### config.mk
export PLATFORM = sky130hd
export DESIGN_NAME = keyed_delay_queue_core
export DESIGN_NICKNAME = d
export VERILOG_FILES = /design/src/hdl/kdq_pkg.sv /design/src/hdl/kdq_time_alu.sv /design/src/hdl/kdq_ctrl.sv /design/src/hdl/keyed_delay_queue_core.sv
export SDC_FILE = /design/constraint.sdc
export NUM_CORES = 2
export LEC_CHECK = 0
export BUFFER_PORTS_ARGS = -buffer_cell sky130_fd_sc_hd__clkbuf_2
export CORE_MARGIN = 10
export CORE_UTILIZATION = 50
export DETAILED_ROUTE_END_ITERATION = 12
export MAX_ROUTING_LAYER = met4
export PLACE_DENSITY_LB_ADDON = 0.12
export SLEW_MARGIN = 20
export SYNTH_ARGS = -nofsm -noshare
export SYNTH_HDL_FRONTEND = slang
export SYNTH_SLANG_ARGS = --single-unit
### constraint.sdc
create_clock -name clock -period 11.3 [get_ports clock]
set_input_delay 1.695 -clock clock [delete_from_list [all_inputs] [get_ports clock]]
set_output_delay 1.695 -clock clock [all_outputs]
set_load 0.01 [all_outputs]
### src/hdl/kdq_pkg.sv
// shared types and constants of the keyed delay queue
`default_nettype none

package kdq_pkg;

   localparam int KEY_W  = 32;
   localparam int TAG_W  = 16;
   localparam int TIME_W = 24;
   localparam int GAP_W  = 16;

   localparam logic [TIME_W-1:0] TIME_MAX  = {TIME_W{1'b1}};
   localparam logic [GAP_W-1:0]  GAP_RESET = 16'd1500;

   // csr address map: one register, paddr[2] selects the word
   localparam int         CSR_ADDR_W  = 3;
   localparam logic [0:0] CSR_GAP_IDX = 1'b0;

   typedef enum logic [1:0] {
      REQ_INSERT = 2'd0,
      REQ_TICK   = 2'd1,
      REQ_CLEAR  = 2'd2,
      REQ_NONE   = 2'd3
   } req_code_type;

   typedef enum logic [2:0] {
      ST_ACCEPTED = 3'd0,
      ST_FULL     = 3'd1,
      ST_DUE      = 3'd2,
      ST_NONE     = 3'd3,
      ST_CLEARED  = 3'd4
   } status_type;

   typedef enum logic {
      ALU_ADD = 1'b0,
      ALU_SUB = 1'b1
   } alu_op_type;

   typedef struct packed {
      logic [TIME_W-1:0] res;
      logic              le;
      logic              gt;
   } alu_out_type;

   typedef struct packed {
      logic              strobe;
      status_type        status;
      logic              due_class;
      logic [KEY_W-1:0]  key;
      logic [TAG_W-1:0]  tag;
      logic              last;
   } rsp_type;

endpackage

`default_nettype wire

### src/hdl/kdq_time_alu.sv
// shared time unit: saturating add of the gap, or subtract and compare
`default_nettype none

module kdq_time_alu (
   input  kdq_pkg::alu_op_type          op,
   input  logic [kdq_pkg::TIME_W-1:0]   a,
   input  logic [kdq_pkg::TIME_W-1:0]   b,
   input  logic [kdq_pkg::GAP_W-1:0]    gap,
   output kdq_pkg::alu_out_type         y
);

   logic [kdq_pkg::TIME_W:0]   opnd;
   logic [kdq_pkg::TIME_W:0]   sum;
   logic [kdq_pkg::TIME_W-1:0] sat;
   logic                       is_sub;

   assign is_sub = (op == kdq_pkg::ALU_SUB);

   // one 25-bit adder: a + gap, or a - b through the inverted operand
   assign opnd = is_sub ? ~{1'b0, b}
                        : {{(kdq_pkg::TIME_W + 1 - kdq_pkg::GAP_W){1'b0}}, gap};
   assign sum  = {1'b0, a} + opnd + {{kdq_pkg::TIME_W{1'b0}}, is_sub};

   assign sat = sum[kdq_pkg::TIME_W] ? kdq_pkg::TIME_MAX : sum[kdq_pkg::TIME_W-1:0];

   always_comb begin
      y.res = is_sub ? sum[kdq_pkg::TIME_W-1:0] : sat;
      // borrow out or zero difference means a <= b
      y.le  = sum[kdq_pkg::TIME_W] || (sum[kdq_pkg::TIME_W-1:0] == '0);
      y.gt  = (sat > b);
   end

endmodule

`default_nettype wire

### src/hdl/kdq_ctrl.sv
// sequencer, entry table and order list of the keyed delay queue
`default_nettype none

module kdq_ctrl #(
   parameter int TABLE_DEPTH = 16
) (
   input  logic                        clock,
   input  logic                        reset,
   input  logic                        start,
   output logic                        busy,
   input  logic [1:0]                  req_type,
   input  logic                        req_entry_class,
   input  logic [kdq_pkg::KEY_W-1:0]   req_entry_key,
   input  logic [kdq_pkg::TAG_W-1:0]   req_entry_tag,
   input  logic [kdq_pkg::TIME_W-1:0]  req_delay_ms,
   input  logic [kdq_pkg::TIME_W-1:0]  req_elapsed_ms,
   input  logic [kdq_pkg::GAP_W-1:0]   gap,
   output kdq_pkg::rsp_type            rsp
);

   localparam int IDX_W = (TABLE_DEPTH > 1) ? $clog2(TABLE_DEPTH) : 1;
   localparam int CNT_W = $clog2(TABLE_DEPTH + 1);
   localparam logic [CNT_W-1:0] DEPTH_C  = CNT_W'(TABLE_DEPTH);
   localparam logic [IDX_W-1:0] LAST_IDX = IDX_W'(TABLE_DEPTH - 1);

   typedef enum logic [4:0] {
      S_IDLE      = 5'b00001,
      S_INS_SCAN  = 5'b00010,
      S_INS_WRITE = 5'b00100,
      S_TICK_SCAN = 5'b01000,
      S_EMIT      = 5'b10000
   } state_type;

   state_type state_ff, state_in;

   // per-entry flags in flops
   logic [TABLE_DEPTH-1:0] valid_ff, valid_in;
   logic [TABLE_DEPTH-1:0] kind_ff, kind_in;
   logic [TABLE_DEPTH-1:0] due_ff, due_in;

   // latched request
   logic                        op_cls_ff, op_cls_in;
   logic [kdq_pkg::KEY_W-1:0]   op_key_ff, op_key_in;
   logic [kdq_pkg::TAG_W-1:0]   op_tag_ff, op_tag_in;
   logic [kdq_pkg::TIME_W-1:0]  op_time_ff, op_time_in;

   logic [CNT_W-1:0] iss_ff, iss_in;
   logic [CNT_W-1:0] count_ff, count_in;
   logic [CNT_W-1:0] ndue_ff, ndue_in;
   logic [CNT_W-1:0] sent_ff, sent_in;
   logic [CNT_W-1:0] wr_ptr_ff, wr_ptr_in;
   logic             rd_live_ff, rd_live_in;
   logic [IDX_W-1:0] rd_idx_ff, rd_idx_in;
   logic             o_live_ff, o_live_in;
   logic             free_found_ff, free_found_in;
   logic [IDX_W-1:0] free_slot_ff, free_slot_in;
   logic             pass_ff, pass_in;

   kdq_pkg::rsp_type rsp_ff, rsp_in;

   // entry memory: one write port, one registered read port
   logic [kdq_pkg::KEY_W-1:0]  key_mem  [TABLE_DEPTH];
   logic [kdq_pkg::TAG_W-1:0]  tag_mem  [TABLE_DEPTH];
   logic [kdq_pkg::TIME_W-1:0] time_mem [TABLE_DEPTH];
   logic [kdq_pkg::KEY_W-1:0]  ent_rkey_ff;
   logic [kdq_pkg::TAG_W-1:0]  ent_rtag_ff;
   logic [kdq_pkg::TIME_W-1:0] ent_rtime_ff;
   logic                       ent_we;
   logic [IDX_W-1:0]           ent_waddr;
   logic [IDX_W-1:0]           ent_raddr;
   logic [kdq_pkg::KEY_W-1:0]  ent_wkey;
   logic [kdq_pkg::TAG_W-1:0]  ent_wtag;
   logic [kdq_pkg::TIME_W-1:0] ent_wtime;

   // order list: slot numbers from oldest to newest
   logic [IDX_W-1:0] ord_mem [TABLE_DEPTH];
   logic [IDX_W-1:0] ord_rdata_ff;
   logic             ord_we;
   logic [IDX_W-1:0] ord_waddr;
   logic [IDX_W-1:0] ord_raddr;
   logic [IDX_W-1:0] ord_wdata;

   kdq_pkg::alu_op_type  alu_op;
   kdq_pkg::alu_out_type alu_y;

   logic             due_now;
   logic [IDX_W-1:0] slot;

   kdq_time_alu u_alu (
      .op  (alu_op),
      .a   (ent_rtime_ff),
      .b   (op_time_ff),
      .gap (gap),
      .y   (alu_y)
   );

   assign alu_op  = (state_ff == S_TICK_SCAN) ? kdq_pkg::ALU_SUB : kdq_pkg::ALU_ADD;
   assign due_now = valid_ff[rd_idx_ff] && alu_y.le;
   assign slot    = ord_rdata_ff;
   assign busy    = (state_ff != S_IDLE);
   assign rsp     = rsp_ff;

   always_comb begin
      state_in      = state_ff;
      valid_in      = valid_ff;
      kind_in       = kind_ff;
      due_in        = due_ff;
      op_cls_in     = op_cls_ff;
      op_key_in     = op_key_ff;
      op_tag_in     = op_tag_ff;
      op_time_in    = op_time_ff;
      iss_in        = iss_ff;
      count_in      = count_ff;
      ndue_in       = ndue_ff;
      sent_in       = sent_ff;
      wr_ptr_in     = wr_ptr_ff;
      rd_live_in    = 1'b0;
      rd_idx_in     = iss_ff[IDX_W-1:0];
      o_live_in     = 1'b0;
      free_found_in = free_found_ff;
      free_slot_in  = free_slot_ff;
      pass_in       = pass_ff;
      rsp_in        = '0;
      ent_we        = 1'b0;
      ent_waddr     = rd_idx_ff;
      ent_raddr     = iss_ff[IDX_W-1:0];
      ent_wkey      = ent_rkey_ff;
      ent_wtag      = ent_rtag_ff;
      ent_wtime     = alu_y.res;
      ord_we        = 1'b0;
      ord_waddr     = wr_ptr_ff[IDX_W-1:0];
      ord_raddr     = iss_ff[IDX_W-1:0];
      ord_wdata     = slot;

      unique case (state_ff)
         S_IDLE: begin
            if (start) begin
               op_cls_in     = req_entry_class;
               op_key_in     = req_entry_key;
               op_tag_in     = req_entry_tag;
               iss_in        = '0;
               free_found_in = 1'b0;
               ndue_in       = '0;
               sent_in       = '0;
               unique case (kdq_pkg::req_code_type'(req_type))
                  kdq_pkg::REQ_INSERT: begin
                     op_time_in = req_delay_ms;
                     state_in   = S_INS_SCAN;
                  end
                  kdq_pkg::REQ_TICK: begin
                     op_time_in = req_elapsed_ms;
                     state_in   = S_TICK_SCAN;
                  end
                  kdq_pkg::REQ_CLEAR: begin
                     valid_in      = '0;
                     count_in      = '0;
                     rsp_in.strobe = 1'b1;
                     rsp_in.status = kdq_pkg::ST_CLEARED;
                     rsp_in.last   = 1'b1;
                  end
                  kdq_pkg::REQ_NONE: begin
                  end
               endcase
            end
         end

         S_INS_SCAN: begin
            if (iss_ff != DEPTH_C) begin
               rd_live_in = 1'b1;
               iss_in     = iss_ff + CNT_W'(1);
            end
            if (rd_live_ff) begin
               if (valid_ff[rd_idx_ff]) begin
                  // same-key operation pending: push the delay past it plus the gap
                  if (op_cls_ff && kind_ff[rd_idx_ff] && (ent_rkey_ff == op_key_ff) &&
                      alu_y.gt) begin
                     op_time_in = alu_y.res;
                  end
               end else if (!free_found_ff) begin
                  free_found_in = 1'b1;
                  free_slot_in  = rd_idx_ff;
               end
               if (rd_idx_ff == LAST_IDX) begin
                  state_in = S_INS_WRITE;
               end
            end
         end

         S_INS_WRITE: begin
            state_in      = S_IDLE;
            rsp_in.strobe = 1'b1;
            rsp_in.last   = 1'b1;
            if (free_found_ff) begin
               ent_we                 = 1'b1;
               ent_waddr              = free_slot_ff;
               ent_wkey               = op_key_ff;
               ent_wtag               = op_tag_ff;
               ent_wtime              = op_time_ff;
               valid_in[free_slot_ff] = 1'b1;
               kind_in[free_slot_ff]  = op_cls_ff;
               ord_we                 = 1'b1;
               ord_waddr              = count_ff[IDX_W-1:0];
               ord_wdata              = free_slot_ff;
               count_in               = count_ff + CNT_W'(1);
               rsp_in.status          = kdq_pkg::ST_ACCEPTED;
            end else begin
               rsp_in.status = kdq_pkg::ST_FULL;
            end
         end

         S_TICK_SCAN: begin
            if (iss_ff != DEPTH_C) begin
               rd_live_in = 1'b1;
               iss_in     = iss_ff + CNT_W'(1);
            end
            if (rd_live_ff) begin
               due_in[rd_idx_ff] = due_now;
               ndue_in           = ndue_ff + CNT_W'(due_now);
               if (valid_ff[rd_idx_ff] && !due_now) begin
                  ent_we = 1'b1;
               end
               if (rd_idx_ff == LAST_IDX) begin
                  if (ndue_in == '0) begin
                     state_in      = S_IDLE;
                     rsp_in.strobe = 1'b1;
                     rsp_in.status = kdq_pkg::ST_NONE;
                     rsp_in.last   = 1'b1;
                  end else begin
                     state_in  = S_EMIT;
                     iss_in    = '0;
                     pass_in   = 1'b1;
                     wr_ptr_in = '0;
                  end
               end
            end
         end

         S_EMIT: begin
            // walk the order list: list read, then entry read, then transfer
            if (iss_ff != count_ff) begin
               o_live_in = 1'b1;
               ord_raddr = iss_ff[IDX_W-1:0];
               iss_in    = iss_ff + CNT_W'(1);
            end
            if (o_live_ff) begin
               if (due_ff[slot] && (kind_ff[slot] == pass_ff)) begin
                  ent_raddr  = slot;
                  rd_live_in = 1'b1;
               end
               // class-0 pass also compacts the list over the survivors
               if (!pass_ff && !due_ff[slot]) begin
                  ord_we    = 1'b1;
                  ord_waddr = wr_ptr_ff[IDX_W-1:0];
                  ord_wdata = slot;
                  wr_ptr_in = wr_ptr_ff + CNT_W'(1);
               end
            end
            if (rd_live_ff) begin
               rsp_in.strobe    = 1'b1;
               rsp_in.status    = kdq_pkg::ST_DUE;
               rsp_in.due_class = pass_ff;
               rsp_in.key       = ent_rkey_ff;
               rsp_in.tag       = ent_rtag_ff;
               rsp_in.last      = ((sent_ff + CNT_W'(1)) == ndue_ff);
               sent_in          = sent_ff + CNT_W'(1);
            end
            if ((iss_ff == count_ff) && !o_live_ff && !rd_live_ff) begin
               if (pass_ff) begin
                  pass_in = 1'b0;
                  iss_in  = '0;
               end else begin
                  valid_in = valid_ff & ~due_ff;
                  count_in = wr_ptr_ff;
                  state_in = S_IDLE;
               end
            end
         end

         default: begin
            state_in = S_IDLE;
         end
      endcase
   end

   always_ff @(posedge clock) begin
      if (reset) begin
         state_ff   <= S_IDLE;
         valid_ff   <= '0;
         count_ff   <= '0;
         rd_live_ff <= 1'b0;
         o_live_ff  <= 1'b0;
         rsp_ff     <= '0;
      end else begin
         state_ff   <= state_in;
         valid_ff   <= valid_in;
         count_ff   <= count_in;
         rd_live_ff <= rd_live_in;
         o_live_ff  <= o_live_in;
         rsp_ff     <= rsp_in;
      end
   end

   always_ff @(posedge clock) begin
      kind_ff       <= kind_in;
      due_ff        <= due_in;
      op_cls_ff     <= op_cls_in;
      op_key_ff     <= op_key_in;
      op_tag_ff     <= op_tag_in;
      op_time_ff    <= op_time_in;
      iss_ff        <= iss_in;
      ndue_ff       <= ndue_in;
      sent_ff       <= sent_in;
      wr_ptr_ff     <= wr_ptr_in;
      rd_idx_ff     <= rd_idx_in;
      free_found_ff <= free_found_in;
      free_slot_ff  <= free_slot_in;
      pass_ff       <= pass_in;
   end

   always_ff @(posedge clock) begin
      if (ent_we) begin
         key_mem[ent_waddr]  <= ent_wkey;
         tag_mem[ent_waddr]  <= ent_wtag;
         time_mem[ent_waddr] <= ent_wtime;
      end
      ent_rkey_ff  <= key_mem[ent_raddr];
      ent_rtag_ff  <= tag_mem[ent_raddr];
      ent_rtime_ff <= time_mem[ent_raddr];
   end

   always_ff @(posedge clock) begin
      if (ord_we) begin
         ord_mem[ord_waddr] <= ord_wdata;
      end
      ord_rdata_ff <= ord_mem[ord_raddr];
   end

endmodule

`default_nettype wire

### src/hdl/keyed_delay_queue_core.sv
// top level of the keyed delay queue: csr port and sequencer
//
//   channel   handshake                   payload
//   request   start / busy                req_type, req_entry_*, req_delay_ms, req_elapsed_ms
//   result    rsp_strobe (one cycle)      rsp_status, rsp_due_*, rsp_last_result
//   csr       psel/penable/pwrite/pready  paddr, pwdata, prdata (same_key_gap_ms at 0x0)
//
// with D = TABLE_DEPTH and N entries pending, an insert scans all D entries, then answers;
// a tick scans all D entries and, if any fall due, walks the N-entry order list twice
// a clear or an unknown code is taken in the idle state and never raises busy
// the entry memory has a single read port, so every scan visits one entry per cycle
// results come at most one per cycle and cannot be stalled
// synchronous reset empties the table and loads the gap with 1500; no clearing pass
`default_nettype none

module keyed_delay_queue_core #(
   parameter int TABLE_DEPTH = 16
) (
   input  logic                                clock,
   input  logic                                reset,
   input  logic                                start,
   output logic                                busy,
   input  logic [1:0]                          req_type,
   input  logic                                req_entry_class,
   input  logic [kdq_pkg::KEY_W-1:0]           req_entry_key,
   input  logic [kdq_pkg::TAG_W-1:0]           req_entry_tag,
   input  logic [kdq_pkg::TIME_W-1:0]          req_delay_ms,
   input  logic [kdq_pkg::TIME_W-1:0]          req_elapsed_ms,
   output logic                                rsp_strobe,
   output logic [2:0]                          rsp_status,
   output logic                                rsp_due_class,
   output logic [kdq_pkg::KEY_W-1:0]           rsp_due_key,
   output logic [kdq_pkg::TAG_W-1:0]           rsp_due_tag,
   output logic                                rsp_last_result,
   input  logic                                psel,
   input  logic                                penable,
   input  logic                                pwrite,
   input  logic [kdq_pkg::CSR_ADDR_W-1:0]      paddr,
   input  logic [31:0]                         pwdata,
   output logic [31:0]                         prdata,
   output logic                                pready
);

   logic [kdq_pkg::GAP_W-1:0] gap_ff, gap_in;
   logic                      gap_sel;
   kdq_pkg::rsp_type          rsp;

   assign pready  = 1'b1;
   assign gap_sel = (paddr[kdq_pkg::CSR_ADDR_W-1:2] == kdq_pkg::CSR_GAP_IDX);

   always_comb begin
      gap_in = gap_ff;
      if (psel && penable && pwrite && gap_sel) begin
         gap_in = pwdata[kdq_pkg::GAP_W-1:0];
      end
      prdata = gap_sel ? {{(32 - kdq_pkg::GAP_W){1'b0}}, gap_ff} : 32'd0;
   end

   always_ff @(posedge clock) begin
      if (reset) begin
         gap_ff <= kdq_pkg::GAP_RESET;
      end else begin
         gap_ff <= gap_in;
      end
   end

   kdq_ctrl #(
      .TABLE_DEPTH (TABLE_DEPTH)
   ) u_ctrl (
      .clock           (clock),
      .reset           (reset),
      .start           (start),
      .busy            (busy),
      .req_type        (req_type),
      .req_entry_class (req_entry_class),
      .req_entry_key   (req_entry_key),
      .req_entry_tag   (req_entry_tag),
      .req_delay_ms    (req_delay_ms),
      .req_elapsed_ms  (req_elapsed_ms),
      .gap             (gap_ff),
      .rsp             (rsp)
   );

   assign rsp_strobe      = rsp.strobe;
   assign rsp_status      = rsp.status;
   assign rsp_due_class   = rsp.due_class;
   assign rsp_due_key     = rsp.key;
   assign rsp_due_tag     = rsp.tag;
   assign rsp_last_result = rsp.last;

endmodule

`default_nettype wire

==> summary.txt <==
Outcome
  • Outcome: finished clean

Yosys
  • Flops & latches, synth: 1525
  • Netlist cell types: 71
  • Post-Syn Area: 60900 µm²
  • Top cells by area, synth: edfxtp_1 66%, mux2i_1 9.6%, dfxtp_1 5.9%, o22ai_1 3.0%, nand2_1 2.1%
  • Warnings, synthesis: 0
  • Avg Synthesized Cell Area: 15.3 µm²
  • Sequential area share after synthesis: 0.723
  • Ys async rst share: 0
  • Synth top area share: 0.664
  • Biggest area consumer among synthesized cells: edfxtp_1
  • Gate Count Post-Synth: 3977
  • Ys flop type: edfxtp_1
  • Post-synth EDFFs: 1347

Placed design
  • Post-DP HPWL: 81.4 mm
  • Port-buffer cells: 192
  • Routability congestion estimate: 0.860

Routing
  • WL final: 151 mm
  • Met2 WL post-DR: 72.0 mm
  • Antenna viol nets, final: 0
  • DRT met1 WL: 67.0 mm
  • DRC: 0
  • Vias per Instance: 5.80
  • Routed length per instance: 25.4 µm
  • Via Count: 34.5k
  • Initial DRC count: 3450
  • WL met3: 9.02 mm
  • First-pass detailed-route iteration total: 7
  • Top Metal Used: met4

Floorplan
  • # rows: 127
  • Die area: 136000 µm²
  • Die Width: 369 µm
  • Core box area: 120000 µm²
  • Initial core utilization: 0.505
  • Die height: 369 µm
  • Num ports: 228

Critical path
  • WP data arrival: 8.74 ns
  • Crit. End Element: flip-flop
  • Type of origin of the critical path: flip-flop
  • Flop2flop setup slack: 3.05 ns
  • Critical path class: reg2reg
  • Worst Path Max Fanout: 42
  • Slowest CP cell: nor3_1
  • Data required time of the worst path: 11.78 ns
  • Worst path max stage delay: 0.59 ns

Power
  • Pwr dens: 250 nW/µm²
  • Pleak: 0.0256 µW
  • Peak supply drop: 0.223 mV

Global route
  • Grt total ovfl: 0
  • Initial antenna violation count: 3
  • Pin count of the biggest net entering global routing: 136
  • Gr usage total: 0.224
  • Vias in the first global route: 33.8k
  • First-pass GRT wire length: 223 mm

STA
  • Final Hold Vio Count: 0
  • Max-slew headroom: 0.165
  • Final slew viol count: 0
  • RSZ-0062 raised after global routing: no
  • Setup violators final: 0
  • Setup TNS: 0 ns
  • Worst Skew: 0.0296 ns
  • Final worst-path cycle share: 0.730
  • Crit path time final: 8.25 ns
  • Least-Margin Pin Slew: 1.25 ns
  • Fmax: 121 MHz

Clock tree
  • Setup Buffers After CTS: 0
  • H-tree depth: 4
  • Worst skew pair latency: 0.76 ns
  • Clock-pin slew on the worst setup and hold paths: 0.06 ns
  • PostCTS Resize Cnt: 0
  • Hold-fix buffers, CTS: 0
  • Max Root-Sink Buffers: 3
  • Root buf cell: clkbuf_16
  • Num CTS Buffers: 156
  • Sink Count: 1525
  • CTS tree: built

Layout
  • Post-layout net count: 4403
  • N_diodes: 0
  • Layout area overhead: 13.4%
  • Fillers: 9531
  • Core Util, Final: 0.573
  • Share of layout cells above drive strength 1: 0.138

Hold path
  • Hold Path Class: reg2reg

Job
  • Maxcap violations: 0
## logic make-up (layout without fill, tap and decap cells)
logic type	after synthesis	count (layout)	synth area share
flops	1525	1525	0.723
mux	624	624	0.110
simple gates	828	828	0.0668
xor+xnor	64	64	0.00921
fa+ha+maj	57	57	0.0120
compound gates	588	588	0.0588
other cells	2	17	0.000123
buf+inv	289	639	0.0203
## state kept, by name (all words and copies together) (netlist names), 16 cells and up
name / flops
gap_ff: 16
u_ctrl.ent_rkey_ff: 32
u_ctrl.key_mem: 512
u_ctrl.ent_rtime_ff: 24
u_ctrl.ent_rtag_ff: 16
u_ctrl.ord_mem: 64
u_ctrl.kind_ff: 16
u_ctrl.op_tag_ff: 16
u_ctrl.op_key_ff: 32
u_ctrl.due_ff: 16
u_ctrl.tag_mem: 256
u_ctrl.valid_ff: 16
u_ctrl.rsp: 54
u_ctrl.time_mem: 384
u_ctrl.op_time_ff: 24
## layout make-up
| type | count | area (µm²) | share of cell area |
|---|---|---|---|
| Sequential cell | 1525 | 44000 | 0.638 |
| Multi-Input combinational cell | 2178 | 16000 | 0.232 |
| Clock buffer | 226 | 4460 | 0.0646 |
| Tap cell | 1612 | 2020 | 0.0292 |
| Timing Repair Buffer | 288 | 1780 | 0.0258 |
| Clock inverter | 68 | 531 | 0.00769 |
| Inverter | 57 | 215 | 0.00312 |
## final timing paths
| check | startpoint | cells after the start | endpoint |
|---|---|---|---|
| worst max-delay path | u_ctrl.state_ff[1] | 30 | u_ctrl.op_time_ff[3] |
| worst min-delay path | u_ctrl.ent_rtag_ff[9] | 1 | u_ctrl.rsp[10] |
| worst max register to register | u_ctrl.state_ff[1] | 30 | u_ctrl.op_time_ff[3] |
| worst min register to register | u_ctrl.ent_rtag_ff[9] | 1 | u_ctrl.rsp[10] |
## where the power goes
group | total, µW | internal (µW) | switching, µW | leakage (µW)
logic | 4670 | 1680 | 2990 | 0.00953
registers | 7570 | 7250 | 315 | 0.0136
clock network | 4980 | 2850 | 2130 | 0.00246
## placed cells by master, fill, tap and decap left out, types with 31 or more instances in the layout
cell       instances
and3_1            31
dfxtp_1          178
nand2_1          332
or4_1             73
mux2i_1          583
mux4_2            35
clkbuf_1          42
edfxtp_1        1347
o21ai_0           93
a21oi_1          101
and2_1            58
xnor2_1           46
inv_1             54
nor2b_1           34
nor2_1           140
o22ai_1          290
ha_1              55
buf_4             88
clkbuf_16        157
clkbuf_2         192
## per-layer routing
layer	GRT usage	vias up
met3	0.0329	226
met2	0.351	1040
met4	0.0601	0
li1	-	15800
met1	0.307	17500
met5	-	-
## critical path: cells and delay by family (launching register included)
family                   cells  cell delay (ns)
AND/OR/NAND/NOR             12             2.76
AO/OA/AOI/OAI                9             2.46
buffers and inverters        6             1.45
adder cells (fa/ha/maj)      3             0.83
flip-flops                   1             0.43
## metrics by stage
stage	instance area, µm²	power (µW)	instances	hold WS [ns]	setup WS (ns)
5_1_grt	69000	18000	5954	0.484	2.23
3_3_place_gp	64000	12300	5660	0.444	2.99
3_5_place_dp	64000	12300	5660	0.447	2.79
4_1_cts	69000	17300	5954	0.465	2.84
2_1_floorplan	60900	10700	3992	0.346	3.62
6_report	69000	17200	5954	0.459	3.05
## synth_stat cells, drive strengths merged, types with 6 or more instances
master,number
a211oi,8
a21o,11
a21oi,102
a22oi,7
a31oi,23
and2,60
and3,31
buf,91
clkbuf,141
dfxtp,178
edfxtp,1347
ha,55
inv,55
mux2i,584
mux4,35
nand2,333
nand2b,16
nand3,22
nand3b,9
nand4,25
nor2,156
nor2b,35
nor3,25
nor3b,9
nor4,6
o21a,11
o21ai,93
o22ai,290
or3,9
or4,73
xnor2,46
xor2,18
(Power assumes the default switching activity.)
